File: src/design/clipped_tile_blit_rows_top_macros.svh
// Assertion macros for the tile blit row block.
// Every assertion samples on clk and is disabled while rst_n is low.
`ifndef CLIPPED_TILE_BLIT_ROWS_TOP_MACROS_SVH
`define CLIPPED_TILE_BLIT_ROWS_TOP_MACROS_SVH

// Same-cycle implication
`define CBR_ASSERT_IMP(lbl, ante, cons) \
  lbl: assert property (@(posedge clk) disable iff (!rst_n) (ante) |-> (cons)) \
    else $error("cbr assertion failed");

// Next-cycle implication
`define CBR_ASSERT_NEXT(lbl, ante, cons) \
  lbl: assert property (@(posedge clk) disable iff (!rst_n) (ante) |=> (cons)) \
    else $error("cbr assertion failed");

`endif

File: src/design/cbr_pkg.sv
package cbr_pkg;

  // Field widths
  localparam int ADDR_W   = 32;
  localparam int TW_W     = 9;
  localparam int TH_W     = 7;
  localparam int POS_W    = 16;
  localparam int SURF_W   = 13;
  localparam int CFG_IDX_W = 2;
  localparam int CFG_DATA_W = 32;

  // Tile size limits
  localparam logic [TW_W-1:0] MAX_TILE_WIDTH  = 9'd256;
  localparam logic [TH_W-1:0] MAX_TILE_HEIGHT = 7'd64;

  // Command queue between front and back
  localparam int QDEPTH = 4;
  localparam int QPTR_W = $clog2(QDEPTH);
  localparam int QCNT_W = $clog2(QDEPTH + 1);

  // Configuration register indexes
  typedef enum logic [CFG_IDX_W-1:0] {
    CFG_SURFACE_BASE   = 2'd0,
    CFG_SURFACE_WIDTH  = 2'd1,
    CFG_SURFACE_HEIGHT = 2'd2
  } cfg_idx_t;

  // One clipped command: start addresses, row length, row count, pitches
  typedef struct packed {
    logic [ADDR_W-1:0] dest;
    logic [ADDR_W-1:0] src;
    logic [TW_W-1:0]   len;
    logic [TH_W-1:0]   rows;
    logic [SURF_W-1:0] dpitch;
    logic [TW_W-1:0]   spitch;
  } desc_t;

endpackage

File: src/design/cbr_front.sv
module cbr_front (
  input  logic                           clk,
  input  logic                           rst_n,
  input  logic                           cfg_wr_en,
  input  logic [cbr_pkg::CFG_IDX_W-1:0]  cfg_index,
  input  logic [cbr_pkg::CFG_DATA_W-1:0] cfg_wdata,
  input  logic                           in_valid,
  output logic                           in_stall,
  input  logic [cbr_pkg::ADDR_W-1:0]     in_tile_base,
  input  logic [cbr_pkg::TW_W-1:0]       in_tile_width,
  input  logic [cbr_pkg::TH_W-1:0]       in_tile_height,
  input  logic signed [cbr_pkg::POS_W-1:0] in_pos_x,
  input  logic signed [cbr_pkg::POS_W-1:0] in_pos_y,
  output logic                           q_push,
  output cbr_pkg::desc_t                 q_desc,
  input  logic                           q_full
);
  import cbr_pkg::*;

  // Surface registers
  logic [ADDR_W-1:0] base_r;
  logic [SURF_W-1:0] sw_r, sh_r;

  // Clip stage registers
  logic              a_vld_r, a_vld_nxt;
  logic              a_vis_r;
  logic [ADDR_W-1:0] a_tbase_r;
  logic [SURF_W-1:0] a_xr_r, a_yr_r;
  logic [7:0]        a_sx_r;
  logic [5:0]        a_sy_r;
  logic [TW_W-1:0]   a_tw_r, a_len_r;
  logic [TH_W-1:0]   a_rows_r;

  logic              in_acc, a_adv;
  logic [TW_W-1:0]   tw_s;
  logic [TH_W-1:0]   th_s;
  logic signed [17:0] x_e, y_e, tw_e, th_e, sw_e, sh_e;
  logic signed [17:0] cw1, ch1, xr, yr, cw, ch;
  logic              vis;
  logic [25:0]       dprod;
  logic [14:0]       sprod;

  // Write configuration registers
  always_ff @(posedge clk) begin
    if (!rst_n) begin
      base_r <= '0;
      sw_r   <= 13'd640;
      sh_r   <= 13'd480;
    end else if (cfg_wr_en) begin
      unique case (cfg_index)
        CFG_SURFACE_BASE:   base_r <= cfg_wdata;
        CFG_SURFACE_WIDTH:  sw_r   <= cfg_wdata[SURF_W-1:0];
        CFG_SURFACE_HEIGHT: sh_r   <= cfg_wdata[SURF_W-1:0];
        default: ;
      endcase
    end
  end

  // Saturate the tile size
  assign tw_s = (in_tile_width > MAX_TILE_WIDTH) ? MAX_TILE_WIDTH : in_tile_width;
  assign th_s = (in_tile_height > MAX_TILE_HEIGHT) ? MAX_TILE_HEIGHT : in_tile_height;

  assign x_e  = 18'(in_pos_x);
  assign y_e  = 18'(in_pos_y);
  assign tw_e = signed'({9'd0, tw_s});
  assign th_e = signed'({11'd0, th_s});
  assign sw_e = signed'({5'd0, sw_r});
  assign sh_e = signed'({5'd0, sh_r});

  // Clip left and top, then right and bottom
  always_comb begin
    cw1 = in_pos_x[POS_W-1] ? (tw_e + x_e) : tw_e;
    ch1 = in_pos_y[POS_W-1] ? (th_e + y_e) : th_e;
    xr  = in_pos_x[POS_W-1] ? 18'sd0 : x_e;
    yr  = in_pos_y[POS_W-1] ? 18'sd0 : y_e;
    cw  = (xr + cw1 > sw_e) ? (sw_e - xr) : cw1;
    ch  = (yr + ch1 > sh_e) ? (sh_e - yr) : ch1;
    vis = (cw > 18'sd0) && (ch > 18'sd0);
  end

  // Advance the clip stage when the queue takes it or it is dropped
  assign a_adv    = !a_vis_r || !q_full;
  assign in_stall = a_vld_r && !a_adv;
  assign in_acc   = in_valid && !in_stall;

  always_comb begin
    a_vld_nxt = a_vld_r;
    if (in_acc)
      a_vld_nxt = 1'b1;
    else if (a_vld_r && a_adv)
      a_vld_nxt = 1'b0;
  end

  always_ff @(posedge clk) begin
    if (!rst_n) begin
      a_vld_r <= 1'b0;
    end else begin
      a_vld_r <= a_vld_nxt;
    end
  end

  // Hold clipped geometry; offsets fit their widths whenever visible
  always_ff @(posedge clk) begin
    if (in_acc) begin
      a_vis_r   <= vis;
      a_tbase_r <= in_tile_base;
      a_xr_r    <= xr[SURF_W-1:0];
      a_yr_r    <= yr[SURF_W-1:0];
      a_sx_r    <= in_pos_x[POS_W-1] ? 8'(-x_e) : 8'd0;
      a_sy_r    <= in_pos_y[POS_W-1] ? 6'(-y_e) : 6'd0;
      a_tw_r    <= tw_s;
      a_len_r   <= cw[TW_W-1:0];
      a_rows_r  <= ch[TH_W-1:0];
    end
  end

  // Form start addresses and push the command
  assign dprod = {13'd0, a_yr_r} * {13'd0, sw_r};
  assign sprod = {9'd0, a_sy_r} * {6'd0, a_tw_r};

  always_comb begin
    q_desc.dest   = base_r + 32'(dprod) + 32'(a_xr_r);
    q_desc.src    = a_tbase_r + 32'(sprod) + 32'(a_sx_r);
    q_desc.len    = a_len_r;
    q_desc.rows   = a_rows_r;
    q_desc.dpitch = sw_r;
    q_desc.spitch = a_tw_r;
  end

  assign q_push = a_vld_r && a_vis_r && !q_full;

endmodule

File: src/design/cbr_queue.sv
module cbr_queue (
  input  logic           clk,
  input  logic           rst_n,
  input  logic           push,
  input  cbr_pkg::desc_t wr_desc,
  output logic           full,
  input  logic           pop,
  output cbr_pkg::desc_t rd_desc,
  output logic           nempty
);
  import cbr_pkg::*;

  desc_t             mem_r [QDEPTH];
  logic [QPTR_W-1:0] wp_r, wp_nxt, rp_r, rp_nxt;
  logic [QCNT_W-1:0] cnt_r, cnt_nxt;

  assign full    = (cnt_r == QCNT_W'(QDEPTH));
  assign nempty  = (cnt_r != '0);
  assign rd_desc = mem_r[rp_r];

  // Advance pointers and count
  always_comb begin
    wp_nxt  = push ? wp_r + 1'b1 : wp_r;
    rp_nxt  = pop ? rp_r + 1'b1 : rp_r;
    cnt_nxt = cnt_r;
    if (push && !pop)
      cnt_nxt = cnt_r + 1'b1;
    else if (pop && !push)
      cnt_nxt = cnt_r - 1'b1;
  end

  always_ff @(posedge clk) begin
    if (!rst_n) begin
      wp_r  <= '0;
      rp_r  <= '0;
      cnt_r <= '0;
    end else begin
      wp_r  <= wp_nxt;
      rp_r  <= rp_nxt;
      cnt_r <= cnt_nxt;
    end
  end

  // Store the pushed command
  always_ff @(posedge clk) begin
    if (push)
      mem_r[wp_r] <= wr_desc;
  end

endmodule

File: src/design/cbr_back.sv
module cbr_back (
  input  logic                       clk,
  input  logic                       rst_n,
  input  cbr_pkg::desc_t             q_desc,
  input  logic                       q_nempty,
  output logic                       q_pop,
  output logic                       out_valid,
  input  logic                       out_stall,
  output logic [cbr_pkg::ADDR_W-1:0] out_dest_addr,
  output logic [cbr_pkg::ADDR_W-1:0] out_src_addr,
  output logic [cbr_pkg::TW_W-1:0]   out_row_len,
  output logic                       out_last_row
);
  import cbr_pkg::*;

  logic              act_r, act_nxt;
  logic [ADDR_W-1:0] dest_r, dest_nxt, src_r, src_nxt;
  logic [TW_W-1:0]   len_r, len_nxt;
  logic [TH_W-1:0]   rows_r, rows_nxt;
  logic [SURF_W-1:0] dpitch_r, dpitch_nxt;
  logic [TW_W-1:0]   spitch_r, spitch_nxt;
  logic              out_acc, last;

  assign last    = (rows_r == TH_W'(1));
  assign out_acc = act_r && !out_stall;
  assign q_pop   = q_nempty && (!act_r || (out_acc && last));

  // Walk rows: step addresses on each taken request, load the next command
  always_comb begin
    act_nxt    = act_r;
    dest_nxt   = dest_r;
    src_nxt    = src_r;
    len_nxt    = len_r;
    rows_nxt   = rows_r;
    dpitch_nxt = dpitch_r;
    spitch_nxt = spitch_r;
    priority if (q_pop) begin
      act_nxt    = 1'b1;
      dest_nxt   = q_desc.dest;
      src_nxt    = q_desc.src;
      len_nxt    = q_desc.len;
      rows_nxt   = q_desc.rows;
      dpitch_nxt = q_desc.dpitch;
      spitch_nxt = q_desc.spitch;
    end else if (out_acc && last) begin
      act_nxt = 1'b0;
    end else if (out_acc) begin
      dest_nxt = dest_r + 32'(dpitch_r);
      src_nxt  = src_r + 32'(spitch_r);
      rows_nxt = rows_r - 1'b1;
    end
  end

  always_ff @(posedge clk) begin
    if (!rst_n) begin
      act_r <= 1'b0;
    end else begin
      act_r <= act_nxt;
    end
  end

  always_ff @(posedge clk) begin
    dest_r   <= dest_nxt;
    src_r    <= src_nxt;
    len_r    <= len_nxt;
    rows_r   <= rows_nxt;
    dpitch_r <= dpitch_nxt;
    spitch_r <= spitch_nxt;
  end

  assign out_valid     = act_r;
  assign out_dest_addr = dest_r;
  assign out_src_addr  = src_r;
  assign out_row_len   = len_r;
  assign out_last_row  = last;

endmodule

File: src/design/clipped_tile_blit_rows_top.sv
// Clipped tile blitter, row descriptor generator.
// Input channel (in_*): one draw command per request: tile base, width, height
// and signed position. Output channel (out_*): one row-copy request per visible
// row, top row first, out_last_row set on the final row of a command.
// Configuration (cfg_*): surface base, width and height, to be written only while idle.
// The block does not enforce this. The first row of a command is offered once it
// has passed the clip stage, the command queue and the row walker registers.
// Throughput: the row walker gives one row per cycle while out_stall is low, up to
// 64 visible rows per command. The next command's first row, if queued, follows its
// predecessor's last row without a gap. A fully clipped command is dropped in the
// clip stage and gives no rows.
// The clip stage keeps taking commands into a 4-entry queue while the output
// is stalled; in_stall rises only when that queue is full.
// A stalled output request holds its values until taken.
// Reset: synchronous, active low; clears the queue and the row walker, and
// sets the surface to base 0, 640 x 480.
`include "clipped_tile_blit_rows_top_macros.svh"
module clipped_tile_blit_rows_top (
  input  logic                           clk,
  input  logic                           rst_n,
  input  logic                           cfg_wr_en,
  input  logic [cbr_pkg::CFG_IDX_W-1:0]  cfg_index,
  input  logic [cbr_pkg::CFG_DATA_W-1:0] cfg_wdata,
  input  logic                           in_valid,
  output logic                           in_stall,
  input  logic [cbr_pkg::ADDR_W-1:0]     in_tile_base,
  input  logic [cbr_pkg::TW_W-1:0]       in_tile_width,
  input  logic [cbr_pkg::TH_W-1:0]       in_tile_height,
  input  logic signed [cbr_pkg::POS_W-1:0] in_pos_x,
  input  logic signed [cbr_pkg::POS_W-1:0] in_pos_y,
  output logic                           out_valid,
  input  logic                           out_stall,
  output logic [cbr_pkg::ADDR_W-1:0]     out_dest_addr,
  output logic [cbr_pkg::ADDR_W-1:0]     out_src_addr,
  output logic [cbr_pkg::TW_W-1:0]       out_row_len,
  output logic                           out_last_row
);
  import cbr_pkg::*;

  logic  q_push, q_full, q_pop, q_nempty;
  desc_t q_wr_desc, q_rd_desc;

  cbr_front u_front (
    .clk            (clk),
    .rst_n          (rst_n),
    .cfg_wr_en      (cfg_wr_en),
    .cfg_index      (cfg_index),
    .cfg_wdata      (cfg_wdata),
    .in_valid       (in_valid),
    .in_stall       (in_stall),
    .in_tile_base   (in_tile_base),
    .in_tile_width  (in_tile_width),
    .in_tile_height (in_tile_height),
    .in_pos_x       (in_pos_x),
    .in_pos_y       (in_pos_y),
    .q_push         (q_push),
    .q_desc         (q_wr_desc),
    .q_full         (q_full)
  );

  cbr_queue u_queue (
    .clk     (clk),
    .rst_n   (rst_n),
    .push    (q_push),
    .wr_desc (q_wr_desc),
    .full    (q_full),
    .pop     (q_pop),
    .rd_desc (q_rd_desc),
    .nempty  (q_nempty)
  );

  cbr_back u_back (
    .clk           (clk),
    .rst_n         (rst_n),
    .q_desc        (q_rd_desc),
    .q_nempty      (q_nempty),
    .q_pop         (q_pop),
    .out_valid     (out_valid),
    .out_stall     (out_stall),
    .out_dest_addr (out_dest_addr),
    .out_src_addr  (out_src_addr),
    .out_row_len   (out_row_len),
    .out_last_row  (out_last_row)
  );

  // Queue never takes a command while full, never pops while empty
  `CBR_ASSERT_IMP(a_q_no_overflow, q_push, !q_full)
  `CBR_ASSERT_IMP(a_q_no_underflow, q_pop, q_nempty)
  // A taken row that is not last is followed by another row of equal length
  `CBR_ASSERT_NEXT(a_row_continues, out_valid && !out_stall && !out_last_row, out_valid && out_row_len == $past(out_row_len))
  // Every row copies at least one word
  `CBR_ASSERT_IMP(a_row_len_nz, out_valid, out_row_len != 9'd0)

endmodule

File: config.mk
export PLATFORM = sky130hd
export DESIGN_NAME = clipped_tile_blit_rows_top
export DESIGN_NICKNAME = d
export VERILOG_FILES = /design/src/design/cbr_pkg.sv /design/src/design/cbr_front.sv /design/src/design/cbr_queue.sv /design/src/design/cbr_back.sv /design/src/design/clipped_tile_blit_rows_top.sv
export VERILOG_INCLUDE_DIRS = /design/src /design/src/design
export SDC_FILE = /design/constraint.sdc
export NUM_CORES = 2
export LEC_CHECK = 0
export ABC_CLOCK_PERIOD_IN_PS = 12850
export BUFFER_PORTS_ARGS = -buffer_cell sky130_fd_sc_hd__buf_2
export CAP_MARGIN = 20
export CORE_MARGIN = 2
export CORE_UTILIZATION = 60
export CTS_CLUSTER_DIAMETER = 80
export DETAILED_ROUTE_END_ITERATION = 6
export GPL_ROUTABILITY_DRIVEN = 0
export PLACE_DENSITY = 0.87
export SKIP_LAST_GASP = 1
export SLEW_MARGIN = 20
export SYNTH_ARGS = -nofsm -noshare
export SYNTH_HDL_FRONTEND = slang
export SYNTH_SLANG_ARGS = --single-unit
File: constraint.sdc
create_clock -name clk -period 12.85 [get_ports clk]
set_input_delay 0.6425 -clock clk [delete_from_list [all_inputs] [get_ports clk]]
set_output_delay 0.6425 -clock clk [all_outputs]
set_load 0.02 [all_outputs]
==> impl_metrics.tcl <==
set metrics [dict create \
    outcome "finished with violations" \
    violations "design-rule violations" \
    synth.area.top_cells "edfxtp_1 (45%), fa_1 (11%), ha_1 (7.9%), mux4_2 (5.7%), nand2_1 (4.1%)" \
    ctsRootBufferMaster "clkbuf_16" \
    path_class "flip-flop to flip-flop" \
    ant_nets 0 \
    syn-instance-count 3362 \
    rows 95 \
    clk_pin_slew_ns 0.06 \
    maxSlewViolCount 0 \
    netlist_area_um2 40500 \
    hp-class "input pin to flip-flop" \
    grt_usage_pct 29.2 \
    portBuffers 194 \
    async_flop_share_pct 0 \
    fin_skew_ns 0.0472 \
    num_vias 27939 \
    final_nets 4126 \
    dieArea_um2 69700 \
    hold_violations 0 \
    endpoint_kind "flip-flop" \
    wire_per_inst_um 22.7 \
    yosysSeqAreaShare_pct 48.4 \
    setup_total_negative_slack_ns 0 \
    die_x_um 264 \
    drc 1 \
    clockBufferDepth 3 \
    core_um2 67000 \
    pin_count 195 \
    syn_nets 3950 \
    synth_edf_count 608 \
    cts_tree "yes" \
    syn2layout_area_growth_pct 10.3 \
    cts_made_buffers 69 \
    power_leakage_uw 0.0177 \
    die_h_um 264 \
    h-tree-depth 3 \
    p_total_uw 8480 \
    cts_hold_buf 0 \
    max-slew-margin-rel_pct 30.0 \
    first_global_vias 28562 \
    rsz0062_at_grt "no" \
    synth_largest_area_cell "edfxtp_1" \
    clock_latency_ns 0.64 \
    yosys_register_bits 677 \
    utilization_pct 66.7 \
    ys_types 77 \
    grt_pass1_wl_um 158000 \
    place_hpwl_um 67300 \
    antenna_found_initial 3 \
    ys_warn_count 0 \
    first_pass_iters 7 \
    path_max_fanout 21 \
    postCtsSetupBuffers 0 \
    vias_per_cell 6.26 \
    cts.sinks 677 \
    fin_crit_sh_pct 60.9 \
    crit_required_ns 13.24 \
    synth_area_per_cell_um2 12.1 \
    finalWirelength_um 102000 \
    cap_violations 0 \
    ir_worst_vdd_uv 162 \
    drt_iter0_drc 3594 \
    start_kind "flip-flop" \
    finalSetupViolations 0 \
    layout_min_cycle_time_ns 7.82 \
    drive_above_1_share_pct 12.8 \
    worst_pin_slew_ns 1.05 \
    grt_overflow 0 \
    max_freq_ghz 0.128 \
    grt_max_degree 103 \
    synth_flop_cell "edfxtp_1" \
    p_per_area_nw_per_um2 190 \
    cts.repair.resized 0 \
    yosysTopAreaCellShare_pct 45.0 \
    arrival_ns 8.22 \
    start_util_pct 60.5 \
]
kinds of logic after synthesis:
| group | count (synthesis) | synth area share (%) |
|---|---|---|
| AOI/OAI and AO/OA | 486 | 7.84 |
| buffers and inverters | 497 | 4.63 |
| adders and majority gates | 469 | 18.4 |
| DFF | 677 | 48.4 |
| and+or+nand+nor | 929 | 10.5 |
| muxes | 126 | 6.31 |
| xor gates and xnor gates | 178 | 3.85 |
metal layers:
layer	GRT usage (%)	wire, um	up-vias
li1	-	-	12119
met1	36.7	36400	13578
met2	48.8	50000	1850
met3	5.01	9940	390
met4	15.0	5210	2
met5	0	12	-
power breakdown:
part	total [uW]	leakage (uW)	internal, uW	switching [uW]
clock	2070	0.00111	1180	893
combinational	3150	0.0104	1130	2020
sequential	3260	0.00624	3010	260
total	8480	0.0177	5310	3170
per-stage QoR:
stage               hold WS (ns)  area [um2]  setup WS [ns]  std cells
global placement           0.456       42400           5.63       4339
finish                     0.169       44700           5.03       4465
CTS                        0.149       44700           5.04       4462
global route               0.165       44700           4.56       4464
detailed placement         0.462       42400           5.34       4339
floorplan                  0.443       40500           6.03       3362
flip-flops by register name, indices dropped and copies added, names as in the netlist, 2 cells and up, named ones only:
register and count:
u_back.spitch_r 9, u_front.a_sy_r 6, u_front.base_r 32, u_front.a_tbase_r 32, u_front.a_yr_r 13, u_back.out_row_len 9, u_queue.mem_r 408, u_front.a_tw_r 9
u_front.a_xr_r 13, u_front.a_len_r 9, u_back.out_src_addr 32, u_front.sh_r 13, u_back.out_dest_addr 32, u_front.a_rows_r 7, u_queue.rp_r 2, u_back.rows_r 7
u_queue.cnt_r 3, u_front.a_sx_r 8, u_back.dpitch_r 13, u_front.sw_r 13, u_queue.wp_r 2
path summary, 6_finish.rpt:
| check | endpoint | cells past startpoint | slack, ns | startpoint |
|---|---|---|---|---|
| setup / recovery | u_queue.mem_r[0][100] | 24 | 5.03 | u_front.sw_r[1] |
| hold / removal | u_front.a_tbase_r[19] | 1 | 0.17 | in_tile_base[19] |
| setup reg to reg | u_queue.mem_r[0][100] | 24 | 5.03 | u_front.sw_r[1] |
| hold reg to reg | u_front.base_r[12] | 2 | 0.47 | u_front.base_r[12] |
area by class of cell:
type                       instances  area, um2
fill                            4330      22300
antenna                            2       5.00
sequential                       677      19600
clock inverter                    32        465
tap                              873       1090
multi-input combinational       2188      19100
timing repair buffer             214       1140
inverter                         388       1460
clock buffer                      91       1850
cell usage after synthesis, types with 5 or more instances:
| master | instances |
|---|---|
| nand2b_1 | 17 |
| nand4_1 | 20 |
| o211ai_1 | 18 |
| or2_2 | 6 |
| nor4_1 | 6 |
| nor2b_1 | 33 |
| nand2_1 | 442 |
| mux2i_1 | 7 |
| a31oi_1 | 9 |
| inv_1 | 388 |
| and3_1 | 30 |
| clkbuf_1 | 90 |
| xor2_1 | 79 |
| or3_1 | 14 |
| o21a_1 | 26 |
| a21boi_0 | 60 |
| fa_1 | 214 |
| edfxtp_1 | 608 |
| o21bai_1 | 10 |
| o21ai_0 | 109 |
| buf_1 | 16 |
| mux2_2 | 15 |
| dfxtp_1 | 69 |
| o2111ai_1 | 9 |
| nand3_1 | 47 |
| o31ai_1 | 8 |
| a211oi_1 | 19 |
| a21oi_1 | 123 |
| xnor2_1 | 99 |
| nor3_1 | 33 |
| a21o_1 | 40 |
| ha_1 | 255 |
| o31a_1 | 5 |
| mux4_2 | 102 |
| and2_1 | 97 |
| nor3b_1 | 5 |
| nor2_1 | 162 |
layout by cell type (no fill, tap or decap), types with 33 or more instances in the layout:
cell	Yosys	layout
a21boi_0	60	60
o21ai_0	109	109
xor2_1	79	79
buf_2	2	194
and2_1	97	93
mux4_2	102	102
nand3_1	47	47
nor3_1	33	33
ha_1	255	255
clkbuf_16	0	70
nand2_1	442	442
edfxtp_1	608	608
fa_1	214	214
xnor2_1	99	99
a21oi_1	123	123
inv_1	388	387
a21o_1	40	40
nor2_1	162	162
dfxtp_1	69	67
worst max-delay path: stages, from the launching register on:
cell	delay, ns
dfxtp_1	0.81
nand2_1	0.17
fa_1	0.57
inv_1	0.05
fa_1	0.48
inv_1	0.05
fa_1	0.49
inv_1	0.05
fa_1	0.48
fa_1	0.51
inv_1	0.06
fa_1	0.48
inv_1	0.05
ha_1	0.37
o21a_1	0.21
o21ai_0	0.23
o22ai_1	0.12
a311oi_1	0.60
o21ai_0	0.34
a31oi_1	0.31
o31ai_1	0.16
o211a_1	0.26
o21a_1	0.19
o21ai_0	0.27
xnor2_1	0.26
Note: power is estimated with default switching activity, not from simulation.
